**config.mk**
```make
export PLATFORM = sky130hd
export DESIGN_NAME = jerk_limited_velocity_shaper_flat
export DESIGN_NICKNAME = d
export VERILOG_FILES = /design/src/sv/jlvs_pkg.sv /design/src/sv/jlvs_in_if.sv /design/src/sv/jlvs_out_if.sv /design/src/sv/jerk_limited_velocity_shaper.sv /design/src/flat_wrapper.sv
export SDC_FILE = /design/constraint.sdc
export NUM_CORES = 2
export LEC_CHECK = 0
export BUFFER_PORTS_ARGS = -buffer_cell sky130_fd_sc_hd__buf_4
export CAP_MARGIN = 10
export CORE_MARGIN = 2
export CORE_UTILIZATION = 56
export CTS_CLUSTER_DIAMETER = 150
export DETAILED_ROUTE_END_ITERATION = 16
export HOLD_SLACK_MARGIN = 0.06
export PLACE_DENSITY = 0.76
export RECOVER_POWER = 50
export REMOVE_ABC_BUFFERS = 1
export SLEW_MARGIN = 20
export SYNTH_ARGS = -nofsm -noshare
export SYNTH_HDL_FRONTEND = slang
export SYNTH_SLANG_ARGS = --single-unit
```
**constraint.sdc**
```tcl
create_clock -name clk -period 9.75 [get_ports clk]
set_input_delay 2.4375 -clock clk [delete_from_list [all_inputs] [get_ports clk]]
set_output_delay 2.4375 -clock clk [all_outputs]
set_load 0.02 [all_outputs]
```
**src/sv/jlvs_pkg.sv**
```systemverilog
// Package: widths, register indexes and sequencer states of the velocity shaper.
package jlvs_pkg;

  localparam int VALUE_W  = 32;
  localparam int CFG_W    = 31;
  localparam int DT_W     = 16;
  localparam int FRAC_W   = 16;
  localparam int PROD_W   = 2 * VALUE_W;
  localparam int CIDX_W   = 2;

  typedef enum logic [CIDX_W-1:0] {
    CFG_ACCEL_LIMIT  = 2'd0,
    CFG_JERK_LIMIT   = 2'd1,
    CFG_COMMAND_GAIN = 2'd2
  } cfg_idx_t;

  localparam logic [CFG_W-1:0] ACCEL_LIMIT_RST  = 31'd163840;
  localparam logic [CFG_W-1:0] JERK_LIMIT_RST   = 31'd524288;
  localparam logic [CFG_W-1:0] COMMAND_GAIN_RST = 31'd131072;

  typedef enum logic [3:0] {
    ST_IDLE,
    ST_JERK,
    ST_ERR,
    ST_GMUL,
    ST_DES,
    ST_ACC,
    ST_LIM,
    ST_VMUL,
    ST_VADD,
    ST_OUT
  } state_t;

endpackage

```
**src/sv/jlvs_in_if.sv**
```systemverilog
// Interface: input channel carrying the two velocity commands and the time step.
interface jlvs_in_if import jlvs_pkg::*; ();
  logic                      valid;
  logic                      ready;
  logic signed [VALUE_W-1:0] x_command;
  logic signed [VALUE_W-1:0] y_command;
  logic        [DT_W-1:0]    time_step;

  modport source (output valid, x_command, y_command, time_step, input ready);
  modport sink   (input valid, x_command, y_command, time_step, output ready);
endinterface

```
**src/sv/jlvs_out_if.sv**
```systemverilog
// Interface: result channel carrying the two shaped velocities.
interface jlvs_out_if import jlvs_pkg::*; ();
  logic                      valid;
  logic                      ready;
  logic signed [VALUE_W-1:0] x_shaped;
  logic signed [VALUE_W-1:0] y_shaped;

  modport source (output valid, x_shaped, y_shaped, input ready);
  modport sink   (input valid, x_shaped, y_shaped, output ready);
endinterface

```
**src/sv/jerk_limited_velocity_shaper.sv**
```systemverilog
// Top level: two-axis jerk-limited velocity shaper on one shared multiplier.
//
//   channel  | dir | transaction contents
//   ---------+-----+-------------------------------------------
//   in_if    | in  | x_command, y_command, time_step
//   out_if   | out | x_shaped, y_shaped
//   cfg_*    | in  | cfg_index, cfg_data (write only)
//
// A result is valid after its transaction has passed one jerk-bound multiply,
// seven steps per axis (error, gain multiply, saturate, jerk clamp, accel
// clamp, dt multiply, velocity add) on the single 32x32 multiplier, and the
// load of the output register. The next transaction is taken only once the
// result is loaded and the sequencer is back in idle; in_if.ready is high only
// while idle. A stalled output holds the sequencer in its last step. Reset
// (synchronous) zeroes all axis state and restores the register defaults.
module jerk_limited_velocity_shaper import jlvs_pkg::*; (
  input  logic              clk,
  input  logic              rst_n,
  jlvs_in_if.sink           in_if,
  jlvs_out_if.source        out_if,
  input  logic              cfg_we,
  input  logic [CIDX_W-1:0] cfg_index,
  input  logic [CFG_W-1:0]  cfg_data
);

  state_t state_r, state_nxt;
  logic   axis_r;

  logic [CFG_W-1:0] accel_limit_r, jerk_limit_r, command_gain_r;

  logic signed [VALUE_W-1:0] vel_r [2];
  logic signed [VALUE_W-1:0] acc_r [2];

  logic signed [VALUE_W-1:0] xcmd_r, ycmd_r;
  logic        [DT_W-1:0]    dt_r;

  logic        [CFG_W-1:0]   jlim_r;
  logic        [VALUE_W-1:0] mag_r;
  logic                      neg_r;
  logic        [PROD_W-1:0]  prod_r;
  logic signed [VALUE_W:0]   da_r;
  logic signed [VALUE_W+1:0] sum_r;

  logic                      out_valid_r;
  logic signed [VALUE_W-1:0] x_out_r, y_out_r;

  logic               in_ready;
  logic               out_free;
  logic               out_load;
  logic [VALUE_W-1:0] mul_a, mul_b;
  logic [PROD_W-1:0]  mul_p;

  assign out_free = !out_valid_r || out_if.ready;

  // next state
  always_comb begin
    state_nxt = state_r;
    case (state_r)
      ST_IDLE: if (in_if.valid) state_nxt = ST_JERK;
      ST_JERK: state_nxt = ST_ERR;
      ST_ERR:  state_nxt = ST_GMUL;
      ST_GMUL: state_nxt = ST_DES;
      ST_DES:  state_nxt = ST_ACC;
      ST_ACC:  state_nxt = ST_LIM;
      ST_LIM:  state_nxt = ST_VMUL;
      ST_VMUL: state_nxt = ST_VADD;
      ST_VADD: state_nxt = axis_r ? ST_OUT : ST_ERR;
      ST_OUT:  if (out_free) state_nxt = ST_IDLE;
      default: state_nxt = ST_IDLE;
    endcase
  end

  // sequencer outputs
  always_comb begin
    in_ready = 1'b0;
    out_load = 1'b0;
    mul_a    = mag_r;
    mul_b    = {{(VALUE_W-DT_W){1'b0}}, dt_r};
    case (state_r)
      ST_IDLE: in_ready = 1'b1;
      ST_JERK: mul_a = {{(VALUE_W-CFG_W){1'b0}}, jerk_limit_r};
      ST_GMUL: mul_b = {{(VALUE_W-CFG_W){1'b0}}, command_gain_r};
      ST_OUT:  out_load = out_free;
      default: ;
    endcase
  end

  assign mul_p = mul_a * mul_b;

  // datapath step values
  logic signed [VALUE_W-1:0] cmd_sel, vel_sel, acc_sel;
  logic signed [VALUE_W:0]   err;
  logic        [PROD_W-FRAC_W-1:0] pm;
  logic signed [VALUE_W-1:0] a_des;
  logic signed [VALUE_W:0]   jl, dac;
  logic signed [VALUE_W+1:0] alim, a_lim;
  logic        [VALUE_W-1:0] step;
  logic signed [VALUE_W+1:0] sv, nv;
  logic signed [VALUE_W-1:0] vel_new;

  always_comb begin
    cmd_sel = axis_r ? ycmd_r : xcmd_r;
    vel_sel = vel_r[axis_r];
    acc_sel = acc_r[axis_r];
    err = {cmd_sel[VALUE_W-1], cmd_sel} - {vel_sel[VALUE_W-1], vel_sel};

    pm = prod_r[PROD_W-1:FRAC_W];
    if (neg_r) begin
      if (pm >= (PROD_W-FRAC_W)'(64'h8000_0000)) a_des = {1'b1, {(VALUE_W-1){1'b0}}};
      else a_des = -$signed(pm[VALUE_W-1:0]);
    end else begin
      if (pm >= (PROD_W-FRAC_W)'(64'h7FFF_FFFF)) a_des = {1'b0, {(VALUE_W-1){1'b1}}};
      else a_des = $signed(pm[VALUE_W-1:0]);
    end

    jl = $signed({2'b00, jlim_r});
    if (da_r > jl) dac = jl;
    else if (da_r < -jl) dac = -jl;
    else dac = da_r;

    alim = $signed({3'b000, accel_limit_r});
    if (sum_r > alim) a_lim = alim;
    else if (sum_r < -alim) a_lim = -alim;
    else a_lim = sum_r;

    step = prod_r[VALUE_W+FRAC_W-1:FRAC_W];
    sv   = neg_r ? -$signed({2'b00, step}) : $signed({2'b00, step});
    nv   = {{2{vel_sel[VALUE_W-1]}}, vel_sel} + sv;
    if (nv > $signed({3'b000, {(VALUE_W-1){1'b1}}})) vel_new = {1'b0, {(VALUE_W-1){1'b1}}};
    else if (nv < -$signed({3'b001, {(VALUE_W-1){1'b0}}}))
      vel_new = {1'b1, {(VALUE_W-1){1'b0}}};
    else vel_new = nv[VALUE_W-1:0];
  end

  // control and state registers
  always_ff @(posedge clk) begin
    if (!rst_n) begin
      state_r        <= ST_IDLE;
      axis_r         <= 1'b0;
      accel_limit_r  <= ACCEL_LIMIT_RST;
      jerk_limit_r   <= JERK_LIMIT_RST;
      command_gain_r <= COMMAND_GAIN_RST;
      vel_r[0]       <= '0;
      vel_r[1]       <= '0;
      acc_r[0]       <= '0;
      acc_r[1]       <= '0;
      out_valid_r    <= 1'b0;
    end else begin
      state_r <= state_nxt;
      if (cfg_we) begin
        case (cfg_index)
          CFG_ACCEL_LIMIT:  accel_limit_r  <= cfg_data;
          CFG_JERK_LIMIT:   jerk_limit_r   <= cfg_data;
          CFG_COMMAND_GAIN: command_gain_r <= cfg_data;
          default: ;
        endcase
      end
      if (state_r == ST_JERK) axis_r <= 1'b0;
      if (state_r == ST_VADD) axis_r <= ~axis_r;
      if (state_r == ST_LIM)  acc_r[axis_r] <= a_lim[VALUE_W-1:0];
      if (state_r == ST_VADD) vel_r[axis_r] <= vel_new;
      if (out_load) out_valid_r <= 1'b1;
      else if (out_if.ready) out_valid_r <= 1'b0;
    end
  end

  // payload registers
  always_ff @(posedge clk) begin
    if (in_ready && in_if.valid) begin
      xcmd_r <= in_if.x_command;
      ycmd_r <= in_if.y_command;
      dt_r   <= in_if.time_step;
    end
    case (state_r)
      ST_JERK: jlim_r <= mul_p[CFG_W+FRAC_W-1:FRAC_W];
      ST_ERR: begin
        neg_r <= err[VALUE_W];
        mag_r <= err[VALUE_W] ? VALUE_W'(-err) : err[VALUE_W-1:0];
      end
      ST_GMUL: prod_r <= mul_p;
      ST_DES:  da_r   <= {a_des[VALUE_W-1], a_des} - {acc_sel[VALUE_W-1], acc_sel};
      ST_ACC:  sum_r  <= {acc_sel[VALUE_W-1], acc_sel[VALUE_W-1], acc_sel}
                         + {dac[VALUE_W], dac};
      ST_LIM: begin
        neg_r <= a_lim[VALUE_W+1];
        mag_r <= a_lim[VALUE_W+1] ? VALUE_W'(-a_lim) : a_lim[VALUE_W-1:0];
      end
      ST_VMUL: prod_r <= mul_p;
      default: ;
    endcase
    if (out_load) begin
      x_out_r <= vel_r[0];
      y_out_r <= vel_r[1];
    end
  end

  assign in_if.ready     = in_ready;
  assign out_if.valid    = out_valid_r;
  assign out_if.x_shaped = x_out_r;
  assign out_if.y_shaped = y_out_r;

  a_out_from_seq: assert property (@(posedge clk) disable iff (!rst_n)
    $rose(out_valid_r) |-> $past(state_r == ST_OUT))
    else $error("result raised outside output step");

  a_acc_within_limit: assert property (@(posedge clk) disable iff (!rst_n)
    state_r == ST_LIM |=> mag_r <= {1'b0, accel_limit_r})
    else $error("acceleration beyond limit");

  a_jerk_bound: assert property (@(posedge clk) disable iff (!rst_n)
    state_r == ST_JERK |=> jlim_r <= jerk_limit_r)
    else $error("jerk bound above jerk limit");

endmodule
```
**src/flat_wrapper.sv**
```systemverilog
// flat-port wrapper written by rule: the top's interface ports become plain ports
module jerk_limited_velocity_shaper_flat import jlvs_pkg::*;
  (clk, rst_n, cfg_we, cfg_index, cfg_data, in_if_valid, in_if_x_command, in_if_y_command, in_if_time_step, in_if_ready, out_if_valid, out_if_x_shaped, out_if_y_shaped, out_if_ready);
  jlvs_in_if in_if_i ();
  jlvs_out_if out_if_i ();
  input  logic clk;
  input  logic rst_n;
  input  logic cfg_we;
  input  logic [CIDX_W-1:0] cfg_index;
  input  logic [CFG_W-1:0] cfg_data;
  input wire logic [$bits(in_if_i.valid)-1:0] in_if_valid;
  input wire logic [$bits(in_if_i.x_command)-1:0] in_if_x_command;
  input wire logic [$bits(in_if_i.y_command)-1:0] in_if_y_command;
  input wire logic [$bits(in_if_i.time_step)-1:0] in_if_time_step;
  output wire logic [$bits(in_if_i.ready)-1:0] in_if_ready;
  output wire logic [$bits(out_if_i.valid)-1:0] out_if_valid;
  output wire logic [$bits(out_if_i.x_shaped)-1:0] out_if_x_shaped;
  output wire logic [$bits(out_if_i.y_shaped)-1:0] out_if_y_shaped;
  input wire logic [$bits(out_if_i.ready)-1:0] out_if_ready;
  assign in_if_i.valid = in_if_valid;
  assign in_if_i.x_command = in_if_x_command;
  assign in_if_i.y_command = in_if_y_command;
  assign in_if_i.time_step = in_if_time_step;
  assign in_if_ready = in_if_i.ready;
  assign out_if_valid = out_if_i.valid;
  assign out_if_x_shaped = out_if_i.x_shaped;
  assign out_if_y_shaped = out_if_i.y_shaped;
  assign out_if_i.ready = out_if_ready;
  jerk_limited_velocity_shaper u_core (.clk(clk), .rst_n(rst_n), .in_if(in_if_i), .out_if(out_if_i), .cfg_we(cfg_we), .cfg_index(cfg_index), .cfg_data(cfg_data));
endmodule
```
---- Yosys cells after proc, flatten, opt, wreduce, memory -nomap -nowiden ----
Memory sizes are Yosys's and may differ from the RTL's. A register that Yosys moved wholly into a read port is not among the register bits.
Cells that the tools add are included.
word-level totals
  register bits ........................... 374
  latch bits .............................. 0
  RAM bits ................................ 128
  bits in read-only memories .............. 0
  bits of input ports ..................... 118
  output and inout port bits .............. 66
  logic and storage cells ................. 109
  memories kept ........................... 2
memories
  memory        depth  width  read ports  clocked after Yosys merged registers in  write ports  line                                RTL
  u_core.acc_r  2      32     1           1                                        2            jerk_limited_velocity_shaper.sv:32  logic signed [VALUE_W-1:0] acc_r [2];
  u_core.vel_r  2      32     3           3                                        2            jerk_limited_velocity_shaper.sv:31  logic signed [VALUE_W-1:0] vel_r [2];
operators by class
  $add $sub $neg .......................... 10
  multipliers ............................. 1
  div/mod/pow operators ................... 0
  $lt $le $gt $ge ......................... 8
  equal/unequal tests ..................... 13
  shifts and indexed selects .............. 0
  mux-type cells .......................... 44
  bitwise logic cells ..................... 1
  reduce and logical (&&, ||, !) cells .... 15
operators with widths
  cell                    count
  $mux W32                11
  $mux W34                3
  $neg A32 Y32            3
  $mux W33                2
  $sub A32 B32 Y33        2
  $pmux W32 S2            1
  $reduce_or A32 Y1       2
  $mul A32 B31 Y63        1
  $ge A48 B31 Y1 const B  1
  $ge A48 B32 Y1 const B  1
  $pmux W4 S10            1
  $add A32 B33 Y34        1
  $add A34 B34 Y34        1
  $gt A34 B32 Y1          1
  $gt A34 B32 Y1 const B  1
  $lt A34 B32 Y1 const B  1
  $lt A34 B34 Y1          1
  $neg A31 Y34            1
  $neg A32 Y34            1
  $gt A33 B32 Y1          1
  $lt A33 B33 Y1          1
  $neg A31 Y33            1
  $mux W31                1
  $mux W1                 21
  19 further kinds        31

---- Logic depth before layout (Yosys ltp) ----
  depth after elaboration ................. 7
  mapped depth ............................ 39
  gate-level depth less buffers ........... 37

---- Worst setup path after synthesis ----
Ideal clock, no wire load.
  path type ............................... reg2reg
  start ................................... register u_core.state_r[2]
  end ..................................... register u_core.prod_r[53], data pin
  library setup time ...................... 258 ps
  data arrival time ....................... 10161 ps
  required time ........................... 9492 ps
  slack ................................... -668 ps
  cell stages (with the launch flop) ...... 35
  path buffers ............................ 5
  clock period less this slack ............ 10418 ps
  path through ............................ dfxtp_1 -> buf_2 -> nor4b_2 -> buf_4 -> buf_1 -> clkbuf_1 -> mux2i_1 -> clkbuf_1 -> nor2_1 -> fa_1 -> inv_1 -> fa_1 -> fa_1 -> fa_1 -> inv_1 -> fa_1 -> fa_1 -> fa_1 -> inv_1 -> fa_1 -> inv_1 -> ha_1 -> a21o_1 -> a21o_1 -> a21o_1 -> a21o_1 -> a21o_1 -> a31o_2 -> a21oi_1 -> o41ai_1 -> nor3b_1 -> o41a_1 -> a21o_1 -> a21oi_1 -> xnor2_1
on the way
  cells in the longest elaborated chain, start to end .. 3
  elaborated cells between the ends (all ways) .. 5
  those cells by class .................... mul: 1; eq/ne: 2; mux: 2
ends and longest elaborated chain
  item                                                 line                                 RTL
  from (decl)                                          jerk_limited_velocity_shaper.sv:26   state_t state_r, state_nxt;
  from (signal assigned)                               jerk_limited_velocity_shaper.sv:149  state_r <= state_nxt;
  $eq A4 B1 Y1 / $eq A4 B2 Y1 (equally long branches)  jerk_limited_velocity_shaper.sv:79   case (state_r)
  $mux W32 / $mux W31 (equally long branches)          jerk_limited_velocity_shaper.sv:79
  $mul A32 B31 Y63 (*)                                 jerk_limited_velocity_shaper.sv:88   assign mul_p = mul_a * mul_b;
  named net u_core.mul_p[53]                           jerk_limited_velocity_shaper.sv:51   logic [PROD_W-1:0] mul_p;
  to (signal assigned)                                 jerk_limited_velocity_shaper.sv:180  ST_GMUL: prod_r <= mul_p;
  to (signal assigned)                                 jerk_limited_velocity_shaper.sv:188  ST_VMUL: prod_r <= mul_p;
  to (decl)                                            jerk_limited_velocity_shaper.sv:40   logic [PROD_W-1:0] prod_r;
The timed path passes the listed nets; every way through them passes the cells marked *.
A chain may end at the register's enable or synchronous reset.

---- Worst setup path in the final report ----
  start ................................... register u_core.state_r[3]
  end ..................................... register u_core.prod_r[62], data pin
The elaborated chain is that of the path after synthesis.

==> results.yml <==
sta:
  min_period_ns: 9.581
  hold_viol: 0
  fin_skew_ns: 0.07682
  whs_ns: 0.3800
  finalSetupViolations: 0
  fmax_mhz: 104.4
  rsz0062_at_grt: "yes"
  max-slew-margin-rel_pct: 24.24
  worst_pin_slew_ns: 1.136
  drv_slew: 0
  timing.final.crit_share_pct: 98.27
setup_path:
  rr_endpoint: "u_core.prod_r[62]"
  critical_path_class: "flop to flop"
  end_kind: "flop"
  startpoint: "u_core.state_r[3]"
  reg2reg_depth: 32
  arrival_ns: 9.95
  crit_top_cell: "fa_1"
  r2r-start: "u_core.state_r[3]"
  crit_slowest_cell: "fa_1"
  cp.required_ns: 10.12
  worstSetupStartpointType: "flop"
  reg2reg_slack_ns: 0.17
  path_max_fanout: 20
  critPathMaxStageDelay_ns: 0.54
status:
  status: "completed"
hold_path:
  min_from: "u_core.vel_r[0][14]"
  hp-class: "flop to flop"
  whs_endpoint: "out_if_x_shaped[14]"
  hold_depth: 0
clock_network:
  cts.sinks: 550
  holdBufCountCts: 0
  clock_latency_ns: 0.73
  cts_buffer_depth: 3
  cts_tree: "built"
  cts_root_buf: "clkbuf_16"
  worst_setup_hold_path_clk_slew_ns: 0.06
  numCtsBuffers: 60
  cts_htree_levels: 2
floorplan:
  fp.coreArea_sq_mm: 0.1162
  fp.dieArea_sq_mm: 0.1198
  num_rows: 125
  io_pins: 184
  die_w_microns: 346.1
  start_util_pct: 56.41
  die_h_microns: 346.1
yosys:
  synthMuxAreaShare_pct: 3.516
  synth_top_family_by_area: "adder cells"
  syn_area_sq_mm: 0.06556
  synth_top_cell_by_area: "fa_1"
  ys_async_sr_fraction_pct: 0
  synth_cell_types: 111
  synth_edf_count: 450
  synth_top_cell_area_share_pct: 26.54
  syn_avg_cell_area_sq_um: 9.420
  synth-xor-area-share_pct: 4.008
  synth-adder-area-share_pct: 36.39
  yosysSeqAreaShare_pct: 23.67
  synthCells: 6959
  ys_ff_latch: 550
  synth_warnings: 0
  ys.flop_type: "edfxtp_1"
  synth-simple-area-share_pct: 14.54
  synth_area_leaders: "fa_1 27%, edfxtp_1 21%, ha_1 9.8%, inv_1 5.9%, nand2_1 5.1%"
  synth_compound_area_share_pct: 10.11
route:
  drt_iter0_drc: 6263
  viasPerCell: 6.162
  drc: 0
  first_pass_iters: 9
  ant_nets: 0
  totalWireLength_mm: 228.1
  wl_per_cell_microns: 26.09
  vias: 53870
final_layout:
  layout-drive-gt1-share_pct: 10.81
  nNetsFinal: 8671
  syn_to_final_growth_pct: 10.38
global_routing:
  gr-total-overflow: 0
  antenna_found_initial: 2
  grt_max_degree: 108
  grt_first_pass_wirelength_mm: 338.7
  first_global_vias: 53560
  grt_usage_pct: 37.97
place:
  dp_hpwl_mm: 184.2
  gp_congestion: 1.057
  port_buffers: 183
run:
  maxCapViolCount: 0
==> layer usage <==
| layer | vias to the layer above | track usage, % | part of all wire (%) |
|---|---|---|---|
| li1 | 23210 | - | - |
| met1 | 26710 | 52.05 | 38 |
| met2 | 3324 | 56.58 | 43 |
| met3 | 633 | 9.121 | 12 |
| met4 | 0 | 18.84 | 6.2 |
| met5 | - | 0 | 0 |
==> stage by stage <==
step | instances | area [sq um] | util [%] | setup slack [ns] | setup TNS [ns]
6_report | 8743 | 72360 | 62.27 | 0.1691 | 0
5_1_grt | 8741 | 72350 | 62.26 | -0.09500 | -0.09500
4_1_cts | 8729 | 71960 | 61.93 | 0.02176 | 0
3_5_place_dp | 8613 | 69840 | 60.10 | -0.2781 | -0.3430
3_3_place_gp | 8613 | 69840 | 60.10 | 0.1324 | 0
2_1_floorplan | 6652 | 64320 | - | -6.435 | -425.22
==> worst max-delay path, delay by kind of cell, from the launching register on <==
family | cells | cell delay [ns]
fa+ha+maj | 9 | 4.29
compound gates | 9 | 1.90
simple gates | 5 | 1.20
buf+inv | 8 | 1.05
mux | 1 | 0.37
flops | 1 | 0.36
==> synthesized netlist by cell type (all sizes together), types with 119 or more instances <==
master  instances
inv          1027
a21oi         222
edfxtp        450
a21o          119
nand2         892
clkbuf        249
o21ai         214
xnor2         219
mux2i         130
nor2          795
ha            516
fa            869
==> worst max-delay path by stage <==
| stage | slack [ns] | depth (start not counted) | end |
|---|---|---|---|
| finish | 0.17 | 32 | u_core.prod_r[62] |
| CTS | 0.02 | 32 | u_core.prod_r[62] |
| floorplan | -6.43 | 28 | u_core.prod_r[53] |
| detailed placement | -0.28 | 32 | u_core.prod_r[62] |
| global placement | 0.13 | 32 | u_core.prod_r[62] |
| global route | -0.09 | 33 | u_core.prod_r[62] |
==> kinds of logic after synthesis <==
kind of cell | after synthesis
xor+xnor | 300
buf+inv | 1336
fa+ha+maj | 1385
simple gates | 2184
flops | 550
compound gates | 986
mux | 218
==> cell type report <==
class,instances,area [sq um]
Multi-Input combinational cell,5073,45330
Fill cell,9722,43850
Sequential cell,550,15520
Inverter,1029,3862
Timing Repair Buffer,454,3736
Tap cell,1524,1907
Clock buffer,70,1560
Clock inverter,41,430.4
Antenna cell,2,5.005
==> registers in the layout (all words and copies together), names as in the netlist, 33 cells and up, named ones only <==
signal         cells
u_core.acc_r      64
u_core.vel_r      64
u_core.prod_r     47
u_core.sum_r      34
u_core.da_r       33
==> layout by cell type (no fill, tap or decap), drive strengths merged, types with 16 or more instances in the layout <==
master  count
o21ai     214
a21o      119
mux2       88
o221a      16
ha        516
or3        30
dfxtp     100
nor3       74
fa        869
clkbuf     73
nand2b     37
nor2b      47
a211oi     27
a21boi     98
and2       41
o21a       46
inv      1032
o211ai     24
nand4      57
a21oi     222
nand3      75
nor2      795
o21bai     18
nor4       31
a31oi      34
and3       20
clkinv     27
mux2i     130
xor2       81
edfxtp    450
nand2     892
buf       450
xnor2     219
o31ai      25
==> what timing repair did <==
action | in CTS | in global routing
cloned | 2 | 3
resized for setup | 7 | 55
pin swaps | 2 | 5
endpoints found under the setup margin | 3 | 11
setup buffers | 3 | 9
Power is not shown: default switching activity piles up to over one toggle a cycle in this logic, so the estimate is an artifact.
